## config.mk

```make
export PLATFORM = sky130hd
export DESIGN_NAME = json_stream_pretty_printer
export DESIGN_NICKNAME = d
export VERILOG_FILES = /design/src/jsp_pkg.sv /design/src/jsp_front.sv /design/src/jsp_cmd_fifo.sv /design/src/jsp_back.sv /design/src/json_stream_pretty_printer.sv
export VERILOG_INCLUDE_DIRS = /design/src /design/src/src
export SDC_FILE = /design/constraint.sdc
export NUM_CORES = 1
export LEC_CHECK = 0
export ABC_AREA = 1
export BUFFER_PORTS_ARGS = -buffer_cell sky130_fd_sc_hd__buf_2
export CAP_MARGIN = 0
export CORE_AREA = 2 2 132 134
export CTS_CLUSTER_DIAMETER = 40
export CTS_CLUSTER_SIZE = 20
export DETAILED_ROUTE_END_ITERATION = 6
export DIE_AREA = 0 0 134 136
export RECOVER_POWER = 100
export SETUP_SLACK_MARGIN = 0.02
export SLEW_MARGIN = 20
export SYNTH_ARGS = -nofsm -noshare
export SYNTH_HDL_FRONTEND = slang
export SYNTH_SLANG_ARGS = --single-unit
```

## constraint.sdc

```tcl
create_clock -name clk -period 7.4 [get_ports clk]
set_input_delay 0.74 -clock clk [delete_from_list [all_inputs] [get_ports clk]]
set_output_delay 0.74 -clock clk [all_outputs]
set_load 0.03 [all_outputs]
```

## src/json_stream_pretty_printer_defines.svh

```systemverilog
`ifndef JSON_STREAM_PRETTY_PRINTER_DEFINES_SVH
`define JSON_STREAM_PRETTY_PRINTER_DEFINES_SVH

// same-cycle implication check
`define JSP_ASSERT_NOW(label, ante, cons) \
  label: assert property (@(posedge clk) disable iff (!rst_n) (ante) |-> (cons)) \
    else $error("jsp same-cycle check failed");

// next-cycle implication check
`define JSP_ASSERT_NEXT(label, ante, cons) \
  label: assert property (@(posedge clk) disable iff (!rst_n) (ante) |=> (cons)) \
    else $error("jsp next-cycle check failed");

`endif

```

## src/jsp_pkg.sv

```systemverilog
`timescale 1ns / 1ps
package jsp_pkg;

  localparam int MAX_DEPTH_DEF = 16;
  localparam int DEPTH_W = 5;
  localparam int SP_W = 6;
  localparam int PH_W = 5;

  localparam logic [PH_W-1:0] PH_VALUE     = 5'd0;
  localparam logic [PH_W-1:0] PH_ARR_FIRST = 5'd1;
  localparam logic [PH_W-1:0] PH_OBJ_FIRST = 5'd2;
  localparam logic [PH_W-1:0] PH_KEY       = 5'd3;
  localparam logic [PH_W-1:0] PH_COLON     = 5'd4;
  localparam logic [PH_W-1:0] PH_AFTER     = 5'd5;
  localparam logic [PH_W-1:0] PH_VSTR      = 5'd6;
  localparam logic [PH_W-1:0] PH_VESC      = 5'd7;
  localparam logic [PH_W-1:0] PH_VHEX      = 5'd8;
  localparam logic [PH_W-1:0] PH_KSTR      = 5'd9;
  localparam logic [PH_W-1:0] PH_KESC      = 5'd10;
  localparam logic [PH_W-1:0] PH_KHEX      = 5'd11;
  localparam logic [PH_W-1:0] PH_LIT_TRUE  = 5'd12;
  localparam logic [PH_W-1:0] PH_LIT_FALSE = 5'd13;
  localparam logic [PH_W-1:0] PH_LIT_NULL  = 5'd14;
  localparam logic [PH_W-1:0] PH_N_SIGN    = 5'd15;
  localparam logic [PH_W-1:0] PH_N_ZERO    = 5'd16;
  localparam logic [PH_W-1:0] PH_N_INT     = 5'd17;
  localparam logic [PH_W-1:0] PH_N_DOT     = 5'd18;
  localparam logic [PH_W-1:0] PH_N_FRAC    = 5'd19;
  localparam logic [PH_W-1:0] PH_N_EXP     = 5'd20;
  localparam logic [PH_W-1:0] PH_N_EXPSIGN = 5'd21;
  localparam logic [PH_W-1:0] PH_N_EXPDIG  = 5'd22;

  localparam logic [7:0] CH_SPACE = 8'h20;

  typedef struct packed {
    logic            comma;
    logic            nl;
    logic [SP_W-1:0] sp;
    logic            main;
    logic [7:0]      data;
    logic            trail;
    logic            status;
    logic            ok;
  } cmd_t;

  function automatic logic is_ws(input logic [7:0] c);
    return (c == 8'h20) || (c == 8'h09) || (c == 8'h0d) || (c == 8'h0a);
  endfunction

  function automatic logic is_digit(input logic [7:0] c);
    return (c >= "0") && (c <= "9");
  endfunction

  function automatic logic is_hex(input logic [7:0] c);
    return is_digit(c) || ((c >= "a") && (c <= "f")) || ((c >= "A") && (c <= "F"));
  endfunction

  function automatic logic [2:0] lit_len(input logic [PH_W-1:0] ph);
    return (ph == PH_LIT_FALSE) ? 3'd5 : 3'd4;
  endfunction

  function automatic logic [7:0] lit_char(input logic [PH_W-1:0] ph, input logic [2:0] i);
    logic [7:0] r;
    r = 8'h00;
    if (ph == PH_LIT_TRUE) begin
      unique case (i)
        3'd0: r = "t";
        3'd1: r = "r";
        3'd2: r = "u";
        3'd3: r = "e";
        default: r = 8'h00;
      endcase
    end else if (ph == PH_LIT_FALSE) begin
      unique case (i)
        3'd0: r = "f";
        3'd1: r = "a";
        3'd2: r = "l";
        3'd3: r = "s";
        3'd4: r = "e";
        default: r = 8'h00;
      endcase
    end else begin
      unique case (i)
        3'd0: r = "n";
        3'd1: r = "u";
        3'd2: r = "l";
        3'd3: r = "l";
        default: r = 8'h00;
      endcase
    end
    return r;
  endfunction

endpackage

```

## src/jsp_front.sv

```systemverilog
`timescale 1ns / 1ps
module jsp_front import jsp_pkg::*; #(
  parameter int MAX_DEPTH = MAX_DEPTH_DEF
) (
  input  logic       clk,
  input  logic       rst_n,
  input  logic       accept,
  input  logic       kind,
  input  logic [7:0] text_byte,
  output logic       push,
  output cmd_t       cmd
);

  localparam int IDX_W = (MAX_DEPTH > 1) ? $clog2(MAX_DEPTH) : 1;
  localparam logic [DEPTH_W-1:0] MAXD = DEPTH_W'(MAX_DEPTH);

  logic [PH_W-1:0]    ph_r, ph_nxt;
  logic [DEPTH_W-1:0] dep_r, dep_nxt;
  logic [2:0]         mc_r, mc_nxt;
  logic               err_r, err_nxt;
  logic [MAX_DEPTH-1:0] stk_r;
  logic               stk_we, stk_wd;
  logic [DEPTH_W-1:0] dep_m1;
  logic               top_obj;

  assign dep_m1  = dep_r - DEPTH_W'(1);
  assign top_obj = stk_r[dep_m1[IDX_W-1:0]];

  always_comb begin
    logic [7:0] c;
    logic fail, do_start, do_after, key, done;
    logic [PH_W-1:0] str_ph, esc_ph, hex_ph;
    c = text_byte;
    fail = 1'b0;
    do_start = 1'b0;
    do_after = 1'b0;
    key = (ph_r == PH_KSTR) || (ph_r == PH_KESC) || (ph_r == PH_KHEX);
    str_ph = key ? PH_KSTR : PH_VSTR;
    esc_ph = key ? PH_KESC : PH_VESC;
    hex_ph = key ? PH_KHEX : PH_VHEX;
    done = (ph_r == PH_AFTER) || (ph_r == PH_N_ZERO) || (ph_r == PH_N_INT) ||
           (ph_r == PH_N_FRAC) || (ph_r == PH_N_EXPDIG);
    ph_nxt = ph_r;
    dep_nxt = dep_r;
    mc_nxt = mc_r;
    err_nxt = err_r;
    stk_we = 1'b0;
    stk_wd = 1'b0;
    cmd = '0;
    cmd.data = c;
    if (accept && kind) begin
      cmd = '0;
      cmd.status = 1'b1;
      cmd.ok = !err_r && (dep_r == '0) && done;
      ph_nxt = PH_VALUE;
      dep_nxt = '0;
      mc_nxt = '0;
      err_nxt = 1'b0;
    end else if (accept && !err_r) begin
      unique case (ph_r)
        PH_VALUE: if (!is_ws(c)) do_start = 1'b1;
        PH_ARR_FIRST: begin
          if (!is_ws(c)) begin
            if (c == "]") begin
              dep_nxt = dep_m1;
              cmd.main = 1'b1;
              ph_nxt = PH_AFTER;
            end else begin
              cmd.nl = 1'b1;
              cmd.sp = {dep_r, 1'b0};
              do_start = 1'b1;
            end
          end
        end
        PH_OBJ_FIRST: begin
          if (!is_ws(c)) begin
            if (c == "}") begin
              dep_nxt = dep_m1;
              cmd.main = 1'b1;
              ph_nxt = PH_AFTER;
            end else if (c == "\"") begin
              cmd.nl = 1'b1;
              cmd.sp = {dep_r, 1'b0};
              cmd.main = 1'b1;
              ph_nxt = PH_KSTR;
            end else fail = 1'b1;
          end
        end
        PH_KEY: begin
          if (!is_ws(c)) begin
            if (c == "\"") begin
              cmd.main = 1'b1;
              ph_nxt = PH_KSTR;
            end else fail = 1'b1;
          end
        end
        PH_COLON: begin
          if (!is_ws(c)) begin
            if (c == ":") begin
              cmd.main = 1'b1;
              cmd.trail = 1'b1;
              ph_nxt = PH_VALUE;
            end else fail = 1'b1;
          end
        end
        PH_AFTER: do_after = 1'b1;
        PH_VSTR, PH_KSTR: begin
          if (c < CH_SPACE) fail = 1'b1;
          else begin
            cmd.main = 1'b1;
            if (c == "\"") ph_nxt = key ? PH_COLON : PH_AFTER;
            else if (c == "\\") ph_nxt = esc_ph;
          end
        end
        PH_VESC, PH_KESC: begin
          if (c == "u") begin
            cmd.main = 1'b1;
            mc_nxt = '0;
            ph_nxt = hex_ph;
          end else if (c == "\"" || c == "\\" || c == "/" || c == "b" || c == "f" ||
                       c == "n" || c == "r" || c == "t") begin
            cmd.main = 1'b1;
            ph_nxt = str_ph;
          end else fail = 1'b1;
        end
        PH_VHEX, PH_KHEX: begin
          if (!is_hex(c)) fail = 1'b1;
          else begin
            cmd.main = 1'b1;
            mc_nxt = mc_r + 3'd1;
            if (mc_r + 3'd1 >= 3'd4) begin
              mc_nxt = '0;
              ph_nxt = str_ph;
            end
          end
        end
        PH_LIT_TRUE, PH_LIT_FALSE, PH_LIT_NULL: begin
          if (mc_r >= lit_len(ph_r) || c != lit_char(ph_r, mc_r)) fail = 1'b1;
          else begin
            cmd.main = 1'b1;
            mc_nxt = mc_r + 3'd1;
            if (mc_r + 3'd1 >= lit_len(ph_r)) begin
              mc_nxt = '0;
              ph_nxt = PH_AFTER;
            end
          end
        end
        PH_N_SIGN: begin
          if (is_digit(c)) begin
            cmd.main = 1'b1;
            ph_nxt = (c == "0") ? PH_N_ZERO : PH_N_INT;
          end else fail = 1'b1;
        end
        PH_N_ZERO, PH_N_INT: begin
          if (is_digit(c) && ph_r == PH_N_INT) cmd.main = 1'b1;
          else if (c == ".") begin
            cmd.main = 1'b1;
            ph_nxt = PH_N_DOT;
          end else if (c == "e" || c == "E") begin
            cmd.main = 1'b1;
            ph_nxt = PH_N_EXP;
          end else begin
            ph_nxt = PH_AFTER;
            do_after = 1'b1;
          end
        end
        PH_N_DOT, PH_N_EXPSIGN: begin
          if (is_digit(c)) begin
            cmd.main = 1'b1;
            ph_nxt = (ph_r == PH_N_DOT) ? PH_N_FRAC : PH_N_EXPDIG;
          end else fail = 1'b1;
        end
        PH_N_FRAC: begin
          if (is_digit(c)) cmd.main = 1'b1;
          else if (c == "e" || c == "E") begin
            cmd.main = 1'b1;
            ph_nxt = PH_N_EXP;
          end else begin
            ph_nxt = PH_AFTER;
            do_after = 1'b1;
          end
        end
        PH_N_EXP: begin
          if (c == "+" || c == "-") begin
            cmd.main = 1'b1;
            ph_nxt = PH_N_EXPSIGN;
          end else if (is_digit(c)) begin
            cmd.main = 1'b1;
            ph_nxt = PH_N_EXPDIG;
          end else fail = 1'b1;
        end
        PH_N_EXPDIG: begin
          if (is_digit(c)) cmd.main = 1'b1;
          else begin
            ph_nxt = PH_AFTER;
            do_after = 1'b1;
          end
        end
        default: fail = 1'b1;
      endcase

      if (do_start) begin
        priority if (c == "{" || c == "[") begin
          if (dep_r >= MAXD) fail = 1'b1;
          else begin
            stk_we = 1'b1;
            stk_wd = (c == "{");
            dep_nxt = dep_r + DEPTH_W'(1);
            cmd.main = 1'b1;
            ph_nxt = (c == "{") ? PH_OBJ_FIRST : PH_ARR_FIRST;
          end
        end else if (c == "\"") begin
          cmd.main = 1'b1;
          ph_nxt = PH_VSTR;
        end else if (c == "t" || c == "f" || c == "n") begin
          cmd.main = 1'b1;
          mc_nxt = 3'd1;
          ph_nxt = (c == "t") ? PH_LIT_TRUE : ((c == "f") ? PH_LIT_FALSE : PH_LIT_NULL);
        end else if (c == "-") begin
          cmd.main = 1'b1;
          ph_nxt = PH_N_SIGN;
        end else if (is_digit(c)) begin
          cmd.main = 1'b1;
          ph_nxt = (c == "0") ? PH_N_ZERO : PH_N_INT;
        end else fail = 1'b1;
      end

      if (do_after && !is_ws(c)) begin
        if (dep_r == '0) fail = 1'b1;
        else if (c == (top_obj ? "}" : "]")) begin
          dep_nxt = dep_m1;
          cmd.nl = 1'b1;
          cmd.sp = {dep_m1, 1'b0};
          cmd.main = 1'b1;
          ph_nxt = PH_AFTER;
        end else if (c == ",") begin
          cmd.comma = 1'b1;
          cmd.nl = 1'b1;
          cmd.sp = {dep_r, 1'b0};
          ph_nxt = top_obj ? PH_KEY : PH_VALUE;
        end else fail = 1'b1;
      end

      if (fail) begin
        err_nxt = 1'b1;
        cmd = '0;
        stk_we = 1'b0;
      end
    end
  end

  assign push = accept && (cmd.comma || cmd.nl || cmd.main || cmd.trail || cmd.status);

  always_ff @(posedge clk) begin
    if (!rst_n) begin
      ph_r  <= PH_VALUE;
      dep_r <= '0;
      mc_r  <= '0;
      err_r <= 1'b0;
    end else begin
      ph_r  <= ph_nxt;
      dep_r <= dep_nxt;
      mc_r  <= mc_nxt;
      err_r <= err_nxt;
    end
  end

  always_ff @(posedge clk) begin
    if (stk_we) stk_r[dep_r[IDX_W-1:0]] <= stk_wd;
  end

endmodule

```

## src/jsp_cmd_fifo.sv

```systemverilog
`timescale 1ns / 1ps
module jsp_cmd_fifo import jsp_pkg::*; (
  input  logic clk,
  input  logic rst_n,
  input  logic push,
  input  cmd_t wdata,
  input  logic pop,
  output cmd_t rdata,
  output logic nonempty,
  output logic full
);

  cmd_t       mem_r [2];
  logic       wp_r, rp_r;
  logic [1:0] cnt_r;

  assign rdata    = mem_r[rp_r];
  assign nonempty = (cnt_r != 2'd0);
  assign full     = (cnt_r == 2'd2);

  always_ff @(posedge clk) begin
    if (!rst_n) begin
      wp_r  <= 1'b0;
      rp_r  <= 1'b0;
      cnt_r <= 2'd0;
    end else begin
      if (push) wp_r <= ~wp_r;
      if (pop) rp_r <= ~rp_r;
      cnt_r <= cnt_r + {1'b0, push} - {1'b0, pop};
    end
  end

  always_ff @(posedge clk) begin
    if (push) mem_r[wp_r] <= wdata;
  end

endmodule

```

## src/jsp_back.sv

```systemverilog
`timescale 1ns / 1ps
module jsp_back import jsp_pkg::*; (
  input  logic       clk,
  input  logic       rst_n,
  input  logic       head_valid,
  input  cmd_t       head,
  output logic       pop,
  output logic       out_valid,
  input  logic       out_ready,
  output logic [7:0] out_byte,
  output logic       is_status,
  output logic       text_ok,
  output logic       last_of_run
);

  cmd_t       w_r, rem;
  logic       busy_r;
  logic       out_valid_r;
  logic [7:0] byte_r;
  logic       stat_r, ok_r, last_r;
  logic [7:0] e_byte;
  logic       e_stat, last, load, emit;

  always_comb begin
    rem = w_r;
    e_byte = 8'h00;
    e_stat = 1'b0;
    priority if (w_r.comma) begin
      e_byte = ",";
      rem.comma = 1'b0;
    end else if (w_r.nl) begin
      e_byte = 8'h0a;
      rem.nl = 1'b0;
    end else if (w_r.sp != '0) begin
      e_byte = CH_SPACE;
      rem.sp = w_r.sp - SP_W'(1);
    end else if (w_r.main) begin
      e_byte = w_r.data;
      rem.main = 1'b0;
    end else if (w_r.trail) begin
      e_byte = CH_SPACE;
      rem.trail = 1'b0;
    end else begin
      e_stat = 1'b1;
      rem.status = 1'b0;
    end
    last = !(rem.comma || rem.nl || (rem.sp != '0) || rem.main || rem.trail || rem.status);
  end

  assign load = !out_valid_r || out_ready;
  assign emit = busy_r && load;
  assign pop  = head_valid && (!busy_r || (emit && last));

  always_ff @(posedge clk) begin
    if (!rst_n) begin
      busy_r      <= 1'b0;
      out_valid_r <= 1'b0;
    end else begin
      if (pop) busy_r <= 1'b1;
      else if (emit && last) busy_r <= 1'b0;
      if (load) out_valid_r <= emit;
    end
  end

  always_ff @(posedge clk) begin
    if (pop) w_r <= head;
    else if (emit) w_r <= rem;
    if (emit) begin
      byte_r <= e_byte;
      stat_r <= e_stat;
      ok_r   <= e_stat && w_r.ok;
      last_r <= last;
    end
  end

  assign out_valid   = out_valid_r;
  assign out_byte    = byte_r;
  assign is_status   = stat_r;
  assign text_ok     = ok_r;
  assign last_of_run = last_r;

endmodule

```

## src/json_stream_pretty_printer.sv

```systemverilog
// path: command queue, back-end work register, then output register
// throughput: one input beat per cycle while in_ready is high; a beat that
// makes an indentation run of n bytes keeps the output busy while they go out,
// and the 2-entry command queue then fills and stalls the input
// reset: synchronous active-low rst_n clears parser state, queue and output valid
`timescale 1ns / 1ps
`include "json_stream_pretty_printer_defines.svh"
module json_stream_pretty_printer import jsp_pkg::*; #(
  parameter int MAX_DEPTH = MAX_DEPTH_DEF
) (
  input  logic       clk,
  input  logic       rst_n,
  input  logic       in_valid,
  output logic       in_ready,
  input  logic       in_kind,
  input  logic [7:0] in_text_byte,
  output logic       out_valid,
  input  logic       out_ready,
  output logic [7:0] out_out_byte,
  output logic       out_is_status,
  output logic       out_text_ok,
  output logic       out_last_of_run
);

  logic accept, push, pop, nonempty, full;
  cmd_t cmd, head;

  assign in_ready = !full;
  assign accept   = in_valid && in_ready;

  jsp_front #(.MAX_DEPTH(MAX_DEPTH)) u_front (
    .clk(clk), .rst_n(rst_n), .accept(accept), .kind(in_kind),
    .text_byte(in_text_byte), .push(push), .cmd(cmd)
  );

  jsp_cmd_fifo u_fifo (
    .clk(clk), .rst_n(rst_n), .push(push), .wdata(cmd), .pop(pop),
    .rdata(head), .nonempty(nonempty), .full(full)
  );

  jsp_back u_back (
    .clk(clk), .rst_n(rst_n), .head_valid(nonempty), .head(head), .pop(pop),
    .out_valid(out_valid), .out_ready(out_ready), .out_byte(out_out_byte),
    .is_status(out_is_status), .text_ok(out_text_ok), .last_of_run(out_last_of_run)
  );

  `JSP_ASSERT_NOW(a_no_push_full, push, !full)
  `JSP_ASSERT_NOW(a_status_form, out_valid && out_is_status,
                  out_out_byte == 8'h00 && out_last_of_run)
  `JSP_ASSERT_NOW(a_ok_only_status, out_valid && !out_is_status, !out_text_ok)
  `JSP_ASSERT_NEXT(a_end_queued, accept && in_kind, nonempty)

endmodule

```

# After elaboration in Yosys (flattened, before gate mapping)
# Memories as Yosys holds them, arrays and structs flattened. A register that Yosys moved wholly into a read port is not among the register bits.
# Index checks and enable logic that the tools add are counted.
# word_totals
register_bits,67
ramBits,40
in_bits,13
word_cells,387
memories,1
# op_classes
n_addsub,6
order_cmp,14
n_eq_ne,54
mux,207
bitwise,3
reduce_logical,78
# mem_list
name,depth,word_bits,rd,rd_clocked_by_memory_dff,wr,line_no,text
u_fifo.mem_r,2,20,1,1,1,jsp_cmd_fifo.sv:13,cmd_t mem_r [2];
# ops
cell,n
$mux 5,48
$mux 8,16
$eq 8x7->1 const B,13
$mux 20,5
$mux 1,93
$eq 8x6->1 const B,9
$pmux 5 s14,1
$eq 5x4->1 const B,8
$eq 5x5->1 const B,7
$pmux 7 s5,1
$logic_or 1x1->1,34
$mux 3,10
$mux 6,5
$mux 7,4
$pmux 7 s4,1
$eq 8x4->1 const B,3
$pmux 7 s3,1
$eq 5x3->1 const B,4
$mux 9,2
$bwmux 16,1
$ge 8x7->1 const B,2
$le 8x7->1 const B,2
$logic_and 1x1->1,16
$mux 2,8
other kinds (43),68

# Longest topological paths before layout
# Gate-level depths: netlist (run 1).
# logic_depth
depth_word,34
ltp_mapped,26

# By module
# A second synthesis (run 1) with hierarchy kept.
# hier_totals
cells_unflattened,1057
area_unflattened_um2,7722.4
# by_module_without_submodules
module,n_inst,cells_per_inst,area_per_inst_um2,seq_area_each_um2
jsp_front,1,769,4264.1,760.7
jsp_cmd_fifo,1,95,1749.2,1301.2
jsp_back,1,190,1695.4,970.9
json_stream_pretty_printer,1,3,13.8,0.0

# Least setup slack after synthesis (run 1)
# No wires, ideal clock.
# synth_timing
path_kind,flip-flop to flip-flop
startpoint,register u_front.dep_r[0]
endpoint,memory u_fifo.mem_r[0][0] in the netlist's numbering (enable)
setup_ns,0.395
t_arrival_ns,3.403
setup_slack_ns,3.602
path_stages_with_launch,20
period_less_slack_ns,3.798
path_cell_list,dfxtp_1 > inv_1 > clkbuf_1 > ha_1 > clkbuf_1 > o21ai_0 > o21ai_0 > nand2_1 > a21o_1 > nand3_1 > nand3_1 > nand2_1 > nand2_1 > nand2_1 > nand2_1 > nor2_1 > nand4_1 > nand3_2 > nand2_1 > nor2_1
# synth_via
elab_chain_cells,20
elab_cells_between_ends,34
# synth_rtl
element,line_no,text
"start, declared",jsp_front.sv:18,"logic [DEPTH_W-1:0] dep_r, dep_nxt;"
"start signal, assigned",jsp_front.sv:262,dep_r <= dep_nxt;
$sub 5x1->5 / $ge 5x5->1 (equally long branches),"jsp_front.sv:26, jsp_front.sv:204",
$bmux 1 s4 / $mux 1 (equally long branches),"jsp_front.sv:27, jsp_front.sv:204",
"$mux 1, on equally long branches","jsp_front.sv:27, jsp_front.sv:203",
$mux 6 / $mux 1 (equally long branches),"jsp_front.sv:230, jsp_front.sv:202",
$eq 8x8->1 / $mux 1 (equally long branches),"jsp_front.sv:230, jsp_front.sv:236",
$mux 1,jsp_front.sv:230,"else if (c == (top_obj ? ""}"" : ""]"")) begin"
$mux 1,jsp_front.sv:229,if (dep_r == '0) fail = 1'b1;
$mux 1,jsp_front.sv:228,if (do_after && !is_ws(c)) begin
(+2 left out),--,
$mux 20 (*),jsp_front.sv:244,if (fail) begin
$mux 20 (*),jsp_front.sv:59,end else if (accept && !err_r) begin
$mux 20 (*),jsp_front.sv:51,if (accept && kind) begin
$logic_or 1x1->1 (2 in a row),jsp_front.sv:252,assign push = accept && (cmd.comma || cmd.nl || cmd.main || cmd.trail || cmd.status);
$logic_or 1x1->1 (*) (2 in a row),jsp_front.sv:252,
$logic_and 1x1->1 (*),jsp_front.sv:252,
$mux 1 (*),jsp_cmd_fifo.sv:34,if (push) mem_r[wp_r] <= wdata;
$mux 1 (not written as such) (*),jsp_cmd_fifo.sv:34,
"end, declared",jsp_cmd_fifo.sv:13,
# Every way passes the cells marked *; elsewhere a longest branch is shown, timed or not. The select of a mux whose other input is x is not followed.

# Worst setup path after layout (run 1)
# layout_timing
startpoint,register u_front.dep_r[0]
endpoint,memory u_fifo.mem_r[0][10] in the netlist's numbering (enable)
# The elaborated chain is that of the path after synthesis.

==> results.cfg, run 1 <==
[die]
io_pins = 26
std_cell_rows = 48
initial_utilization_pct = 42.15
die_h_um = 136
dieArea_sq_mm = 0.01822
core-area_sq_mm = 0.01688
die_wd_um = 134

[clocking]
cts.root.buffer_cell = sky130_fd_sc_hd__clkbuf_16
cts_post_setup_buffers_inserted = 0
tritoncts = done
cts_buffers = 9
tritoncts_num_sinks = 106
clk_pin_slew_ns = 0.08
holdBufCountCts = 0
skew_pair_late_insertion_delay_ns = 0.36
quantity_of_gates_resized_following_cts = 0
cts_max_level = 3
cts_buffer_depth = 2

[final_layout]
fill_cells = 1740
multi_input_gate_area_in_the_final_layout_sq_mm = 0.003476
final_nets = 1023
layout_cell_share_with_drive_strength_beyond_1_pct = 5.105
ff_latch_area_sq_mm = 0.002973
synthToLayoutAreaGrowth_pct = 7.230
layoutNonFillerInstCount = 1224
num_antenna_cells = 0

[yosys]
flip_flop_and_latch_count_after_synthesis = 106
synth.most_common_cell = sky130_fd_sc_hd__nand2_1
edff_count_synth = 85
synth_async_sr_flop_share_pct = 0
netlist.area_leader.share_pct = 35.88
netlist-cell-type-count = 56
dominantRegCellSynth = sky130_fd_sc_hd__edfxtp_1
synthesis.yosys.warnings = 0
synth_fp_nets = 1006
ys_seq_area_share_pct = 41.79
netlist_top_cells_count = sky130_fd_sc_hd__nand2_1, sky130_fd_sc_hd__nor2_1, sky130_fd_sc_hd__inv_1
mappedNetlistArea_sq_mm = 0.007113
post-synth-top-area-cell = sky130_fd_sc_hd__edfxtp_1
syn-instance-count = 977
avgSynthCellArea_sq_um = 7.281
synth_top_cells_by_area = sky130_fd_sc_hd__edfxtp_1, sky130_fd_sc_hd__nand2_1, sky130_fd_sc_hd__nor2_1, sky130_fd_sc_hd__inv_1, sky130_fd_sc_hd__dfxtp_1

[global_routing]
total_routing_resource_utilization_after_global_routing_pct = 22.28
grt_first_pass_wirelength_mm = 31.95
number_of_antenna_violations_at_the_first_check_in_global_routing = 0
global_route.overflow_total = 0
grt_max_degree = 34
first_global_vias = 6184

[placed_design]
detailed_placement_hpwl_mm = 15.25
placed_cells_incl_taps = 1208
routabilityCongestion = 1.023
port-buffer-count = 25

[sta]
grt_setup_unrepaired = no
slew-limit-headroom_pct = -15.85
setup_viol = 0
layout_worst_path_cycle_share_pct = 70.57
totalNegativeSetupSlack_ns = 0
timing.fmax_mhz = 191.5
fin_worst_skew_ns = 0.01117
drv_slew = 17
final.min_clock_period_ns = 5.222
worst_slew_pin_slew_ns = 1.724
finalHoldViolations = 0

[worst_setup_path]
end_kind = register
timing.critical_path.arrival_ns = 5.23
critical_register_to_register_path_startpoint = u_front.dep_r[0]
regToRegSetupSlack_ns = 2.18
crit_chain = inv_1 > ha_1 > o21ai_0 > o21ai_0 > nand2_1 > a21o_1 > nand3_1 > nand3_1 > nor3_1 > nor2_1 > nand2_1 > nand3_1 > nand3_1 > nand2_1 > nor2_1 > clkbuf_1
setup.worst_path.start_class = register
worst-path-stages = 16
cp.buffers_inverters = 2
timing.reg2reg.worst_path_depth = 16
rr_endpoint = u_fifo.mem_r[0][10]
critPathTopFamily = simple AND/OR/NAND/NOR gates
crit_path_max_fanout = 17
critPathMaxStageDelay_ns = 0.93
critical_path.most_common_cell = sky130_fd_sc_hd__nand3_1
critPathRequiredTime_ns = 7.41
path_class = reg2reg
cp_slowest_cell = sky130_fd_sc_hd__nor3_1

[power_and_ir_drop]
post-layout-total-power_mw = 2.386
leakage_nw = 3.273
ir_drop_uv = 153.1
power.density_cell_area_mw_per_mm2 = 312.8

[routing]
num_vias = 6580
post-route-drc-count = 0
firstDrtPassIters = 5
finalWirelength_mm = 19.67
drtAntennaViolNets = 0
route.detailed.vias_per_inst = 5.376
avgRoutedWirePerCell_um = 16.07
detail_route.iter0.violations = 543

[flow_run]
maxCapViolations = 1

[min_path]
hold_depth = 1
worstHoldPathType = reg2reg
min-delay-start = u_fifo.rp_r

[status]
outcome = complete, but fails checks
failing_checks = max-capacitance violations, max-slew violations
==> how the worst max path moves through the flow <==
| stage | end | from | slack, ns |
|---|---|---|---|
| after floorplan | u_fifo.mem_r[0][0] | u_front.dep_r[0] | 3.60 |
| after global placement | u_fifo.mem_r[0][9] | in_text_byte[2] | 2.90 |
| after detailed placement | u_fifo.mem_r[0][9] | in_text_byte[2] | 2.77 |
| after CTS | u_fifo.mem_r[0][1] | u_front.dep_r[0] | 2.82 |
| after global routing | u_fifo.mem_r[0][8] | u_front.dep_r[0] | 1.61 |
| final | u_fifo.mem_r[0][10] | u_front.dep_r[0] | 2.18 |
==> cells in the final DEF, fill, tap and decap left out, drive strengths merged, types with 2 or more instances in the layout <==
cell type  instances
o22ai              5
nor3              24
clkinv             4
buf               13
a21boi             2
a21oi             52
nor2             165
a22oi              2
nor4               2
nand2            244
o221ai             3
a211oi             5
o21ai             58
o2111ai            2
inv              129
a31oi             12
nand4             17
nand3             72
and3               2
nand3b             3
xor2               7
ha                16
or2                5
nor3b              2
a221oi             2
o32ai              2
clkbuf            24
edfxtp            85
o211ai             8
dfxtp             21
==> flip-flops by register name, indices dropped and copies added, names as in the netlist, named ones only <==
register	count
u_back.busy_r	1
u_back.is_status	1
u_back.last_of_run	1
u_back.out_byte	8
u_back.out_valid	1
u_back.rem	9
u_back.text_ok	1
u_back.w_r	11
u_fifo.cnt_r	2
u_fifo.mem_r	38
u_fifo.rp_r	1
u_fifo.wp_r	1
u_front.dep_r	5
u_front.err_r	1
u_front.mc_r	3
u_front.ph_r	5
u_front.stk_r	16
==> kinds of logic after synthesis <==
logic type / Yosys count / share of synthesized area [%]
DFF: 106 / 41.79
xor gates and xnor gates: 8 / 0.9851
AOI/OAI and AO/OA: 162 / 13.81
and+or+nand+nor: 536 / 32.14
buffers and inverters: 149 / 8.461
adders and majority gates: 16 / 2.814
==> cell type report <==
class                      count  area share [%]
clock inverter                 7          0.9022
sequential                   106           38.98
timing repair buffer          28           1.657
inverter                     127           6.250
clock buffer                   9           2.953
multi-input combinational    722           45.57
tap                          225           3.691
==> routing by layer <==
metal / vias to the layer above / part of all wire, % / GRT usage [%]
met2: 248 / 46 / 36.41
met1: 2988 / 45 / 29.09
li1: 3306 / - / -
met3: 38 / 6.9 / 4.549
met4: 0 / 2.5 / 8.629
met5: - / 0 / 0
==> per-stage QoR <==
stage          cell area, sq um  setup slack, ns  util [%]  hold WS, ns
4_1_cts                    7716            2.823     45.72       0.4742
3_3_place_gp               7422            2.905     43.98       0.4384
5_1_grt                    7627            1.608     45.20       0.5099
6_report                   7627            2.178     45.20       0.4702
3_5_place_dp               7422            2.767     43.98       0.4503
2_1_floorplan              7113            3.602         -       0.4255
==> power breakdown <==
group / internal, mW / leakage, nW / total [mW] / switching [mW]
Combinational: 0.299 / 2.12 / 0.987 / 0.688
Clock: 0.238 / 0.143 / 0.480 / 0.242
Sequential: 0.816 / 1.01 / 0.918 / 0.102
Total: 1.35 / 3.27 / 2.39 / 1.03
No activity file was read; power rests on OpenSTA's default activity.
==> inputs of run 2 (changes only) <==
--- a/config.mk
+++ b/config.mk
@@ -6,14 +6,14 @@
 export SDC_FILE = /design/constraint.sdc
 export NUM_CORES = 1
 export LEC_CHECK = 0
-export ABC_AREA = 1
+export ABC_AREA = 0
 export BUFFER_PORTS_ARGS = -buffer_cell sky130_fd_sc_hd__buf_2
 export CAP_MARGIN = 0
-export CORE_AREA = 2 2 132 134
+export CORE_AREA = 2 2 136 138
 export CTS_CLUSTER_DIAMETER = 40
 export CTS_CLUSTER_SIZE = 20
 export DETAILED_ROUTE_END_ITERATION = 6
-export DIE_AREA = 0 0 134 136
+export DIE_AREA = 0 0 138 140
 export RECOVER_POWER = 100
 export SETUP_SLACK_MARGIN = 0.02
 export SLEW_MARGIN = 20
==> constraint.sdc (replaced) <==
create_clock -name clk -period 4.8 [get_ports clk]
set_input_delay 0.48 -clock clk [delete_from_list [all_inputs] [get_ports clk]]
set_output_delay 0.48 -clock clk [all_outputs]
set_load 0.03 [all_outputs]
==> run 2 against run 1 <==
- the flow now finishes without violations
- power grew 53%
- combinational power is 48% higher
- via count grew 1.7%
- setup slack got worse by 1.8 ns
- sequential power up 54%
- critical path type is now in2reg
- largest power group unchanged
- highest routed layer unchanged
==> results.cfg, run 2 <==
[power_and_ir_drop]
share_comb_of_total_power_pct = 40.2
share_clk_of_total_power_pct = 21.1
total_net_switching_power_mw = 1.492
power_switching_share_pct = 40.96
internal_power_mw = 2.150
ir_drop_uv = 358.5
leakage_nw = 2.820
sequential_cell_fraction_of_total_power_pct = 38.7
power.density_cell_area_mw_per_mm2 = 445.4

[clocking]
cts_buffer_depth = 2
clk_pin_slew_ns = 0.07
skew_pair_late_insertion_delay_ns = 0.36
cts_max_level = 3
tritoncts = done
holdBufCountCts = 0
quantity_of_gates_resized_following_cts = 0
cts.root.buffer_cell = sky130_fd_sc_hd__clkbuf_16
cts_buffers = 9
cts_post_setup_buffers_inserted = 0
tritoncts_num_sinks = 106

[worst_setup_path]
end_kind = register
critPathRequiredTime_ns = 5.05
timing.critical_path.arrival_ns = 4.62
crit_path_max_fanout = 24
path_class = in2reg
cp_slowest_cell = sky130_fd_sc_hd__clkbuf_1
crit_chain = clkbuf_1 > and2_1 > a41oi_1 > a2111oi_1 > nor4_1 > a211o_1 > a21oi_2 > and3_1 > a21oi_2 > or2_0 > ha_1 > inv_1 > ha_1 > xnor2_1 > xnor2_1 > and2_1
critPathTopFamily = compound AO/OA/AOI/OAI gates
cp.buffers_inverters = 2
setup.worst_path.start_class = input pin
critPathMaxStageDelay_ns = 0.81

[final_layout]
most_frequent_standard_cell_in_the_layout_excluding_fill_and_tap_cells = sky130_fd_sc_hd__nor2_1
final_nets = 872
largest-register = u_fifo.mem_r
layoutNonFillerInstCount = 1077
layout_common_cells = sky130_fd_sc_hd__nor2_1, sky130_fd_sc_hd__edfxtp_1, sky130_fd_sc_hd__nand2_1
num_antenna_cells = 0
ff_latch_area_sq_mm = 0.002974
synthToLayoutAreaGrowth_pct = 7.695
largest_register_ff_count = 38
layout_cell_share_with_drive_strength_beyond_1_pct = 9.670
multi_input_gate_area_in_the_final_layout_sq_mm = 0.004249
fill_cells = 1738

[sta]
fin_worst_skew_ns = 0.01504
final.setup.worst_slack_ns = 0.4265
grt_setup_unrepaired = no
totalNegativeSetupSlack_ns = 0
layout_worst_path_cycle_share_pct = 91.11
drv_slew = 0
slew-limit-headroom_pct = 24.51
final.min_clock_period_ns = 4.373
worst_slew_pin_slew_ns = 1.132
finalHoldViolations = 0
timing.fmax_mhz = 228.7
setup_viol = 0

[yosys]
edff_count_synth = 85
synthesis.yosys.warnings = 0
netlist-cell-type-count = 98
post-synth-top-area-cell = sky130_fd_sc_hd__edfxtp_1
netlist.area_leader.share_pct = 33.61
dominantRegCellSynth = sky130_fd_sc_hd__edfxtp_1
synth_fp_nets = 867
ys_seq_area_share_pct = 39.15
synth_async_sr_flop_share_pct = 0
synth_top_cells_by_area = sky130_fd_sc_hd__edfxtp_1, sky130_fd_sc_hd__dfxtp_1, sky130_fd_sc_hd__nor2_1, sky130_fd_sc_hd__a21oi_1, sky130_fd_sc_hd__nand2_1
syn-instance-count = 838
synth.most_common_cell = sky130_fd_sc_hd__nor2_1
netlist_top_cells_count = sky130_fd_sc_hd__nor2_1, sky130_fd_sc_hd__edfxtp_1, sky130_fd_sc_hd__nand2_1
mappedNetlistArea_sq_mm = 0.007594
flip_flop_and_latch_count_after_synthesis = 106
avgSynthCellArea_sq_um = 9.061

[routing]
finalWirelength_mm = 21.86
drtAntennaViolNets = 0
firstDrtPassIters = 5
avgRoutedWirePerCell_um = 20.29
post-route-drc-count = 0
detail_route.iter0.violations = 749
route.detailed.vias_per_inst = 6.216
num_vias = 6695

[global_routing]
global_route.usage.met3_pct = 3.316
grt.met2_usage_pct = 35.46
global_route.peak_usage_layer = met2
number_of_antenna_violations_at_the_first_check_in_global_routing = 0
grt_max_degree = 38
first_global_vias = 6134
total_routing_resource_utilization_after_global_routing_pct = 22.49
global_route.overflow_total = 0
met1_usage_pct = 31.91
grt_first_pass_wirelength_mm = 34.81

[placed_design]
detailedPlace.worstSlack_ns = 0.5756
detailed_placement_hpwl_mm = 15.93
port-buffer-count = 25
placed_cells_incl_taps = 1061
routabilityCongestion = 0.9864

[die]
std_cell_rows = 49
io_pins = 26
core-area_sq_mm = 0.01778
dieArea_sq_mm = 0.01932
die_h_um = 140
initial_utilization_pct = 42.71
die_wd_um = 138

[flow_run]
maxCapViolations = 0

[min_path]
worstHoldPathType = in2reg

[status]
outcome = completed
==> run 2: cell types whose count changed after synthesis, moves of 10 or more <==
| cell | delta |
|---|---|
| sky130_fd_sc_hd__and2_1 | +16 |
| sky130_fd_sc_hd__and3_1 | +17 |
| sky130_fd_sc_hd__buf_2 | +18 |
| sky130_fd_sc_hd__clkbuf_1 | +14 |
| sky130_fd_sc_hd__inv_1 | -90 |
| sky130_fd_sc_hd__mux2i_1 | +22 |
| sky130_fd_sc_hd__nand2_1 | -179 |
| sky130_fd_sc_hd__nand2b_1 | +20 |
| sky130_fd_sc_hd__nand3_1 | -28 |
| sky130_fd_sc_hd__nand4_1 | -10 |
| sky130_fd_sc_hd__nor2_1 | -68 |
| sky130_fd_sc_hd__nor2b_1 | +17 |
| sky130_fd_sc_hd__o21ai_0 | -13 |
==> run 2: final cells by class <==
| cell class | instances | share of cell area (%) |
|---|---|---|
| clock inverter | 7 | 1.086 |
| clock buffer | 9 | 2.754 |
| multi-input combinational | 653 | 51.96 |
| inverter | 27 | 1.239 |
| tap | 229 | 3.504 |
| timing repair buffer | 46 | 3.091 |
| sequential | 106 | 36.37 |
==> run 2: through the flow <==
stage	power, mW	utilization [%]	instance area [sq um]	hold slack, ns
floorplan	2.467	-	7594	0.4793
global placement	2.886	44.66	7940	0.5079
detailed placement	2.878	44.67	7941	0.5107
CTS	3.651	46.43	8255	0.4442
global route	3.859	46.00	8178	0.4709
finish	3.642	46.00	8178	0.4575
==> run 2: path summary, 6_finish.rpt <==
check,from,endpoint,slack (ns),depth (start not counted)
max,in_text_byte[3],u_fifo.cnt_r[1],0.43,16
max reg2reg,u_front.dep_r[1],u_fifo.cnt_r[1],0.60,16
min,rst_n,u_back.out_valid,0.46,2
min reg2reg,u_front.err_r,u_front.err_r,0.53,2
==> run 2: cells by family after synthesis <==
group	synth area share (%)
flip-flops	39.15
AO/OA/AOI/OAI	19.03
multiplexers	4.482
XOR/XNOR	2.060
adder cells (fa/ha/maj)	2.636
AND/OR/NAND/NOR	28.18
buffers and inverters	4.465
==> run 2: power by group through the flow <==
stage | Sequential, mW | Clock (mW) | Combinational (mW)
6_report | 1.41 | 0.768 | 1.46
3_3_place_gp | 1.43 | 0 | 1.46
2_1_floorplan | 1.42 | 0 | 1.05
3_5_place_dp | 1.43 | 0 | 1.44
4_1_cts | 1.41 | 0.786 | 1.45
5_1_grt | 1.44 | 0.824 | 1.60
==> run 2: worst reg2reg max path, stage by stage, from the launching register on <==
cell and delay (ns):
sky130_fd_sc_hd__dfxtp_1 0.49, sky130_fd_sc_hd__inv_1 0.15, sky130_fd_sc_hd__ha_1 0.47, sky130_fd_sc_hd__mux4_1 0.38
sky130_fd_sc_hd__mux4_2 0.54, sky130_fd_sc_hd__xnor2_1 0.30, sky130_fd_sc_hd__nor4_4 0.09, sky130_fd_sc_hd__nor4_2 0.27
sky130_fd_sc_hd__nand4bb_1 0.24, sky130_fd_sc_hd__a21oi_2 0.22, sky130_fd_sc_hd__or2_0 0.14, sky130_fd_sc_hd__ha_1 0.23
sky130_fd_sc_hd__inv_1 0.06, sky130_fd_sc_hd__ha_1 0.15, sky130_fd_sc_hd__xnor2_1 0.13, sky130_fd_sc_hd__xnor2_1 0.08
sky130_fd_sc_hd__and2_1 0.15
==> run 2: metal layers <==
metal  up-vias  wire, um
li1       3182         -
met1      3172     10010
met4         0       505
met5         -         0
met3        35      1488
met2       306      9857
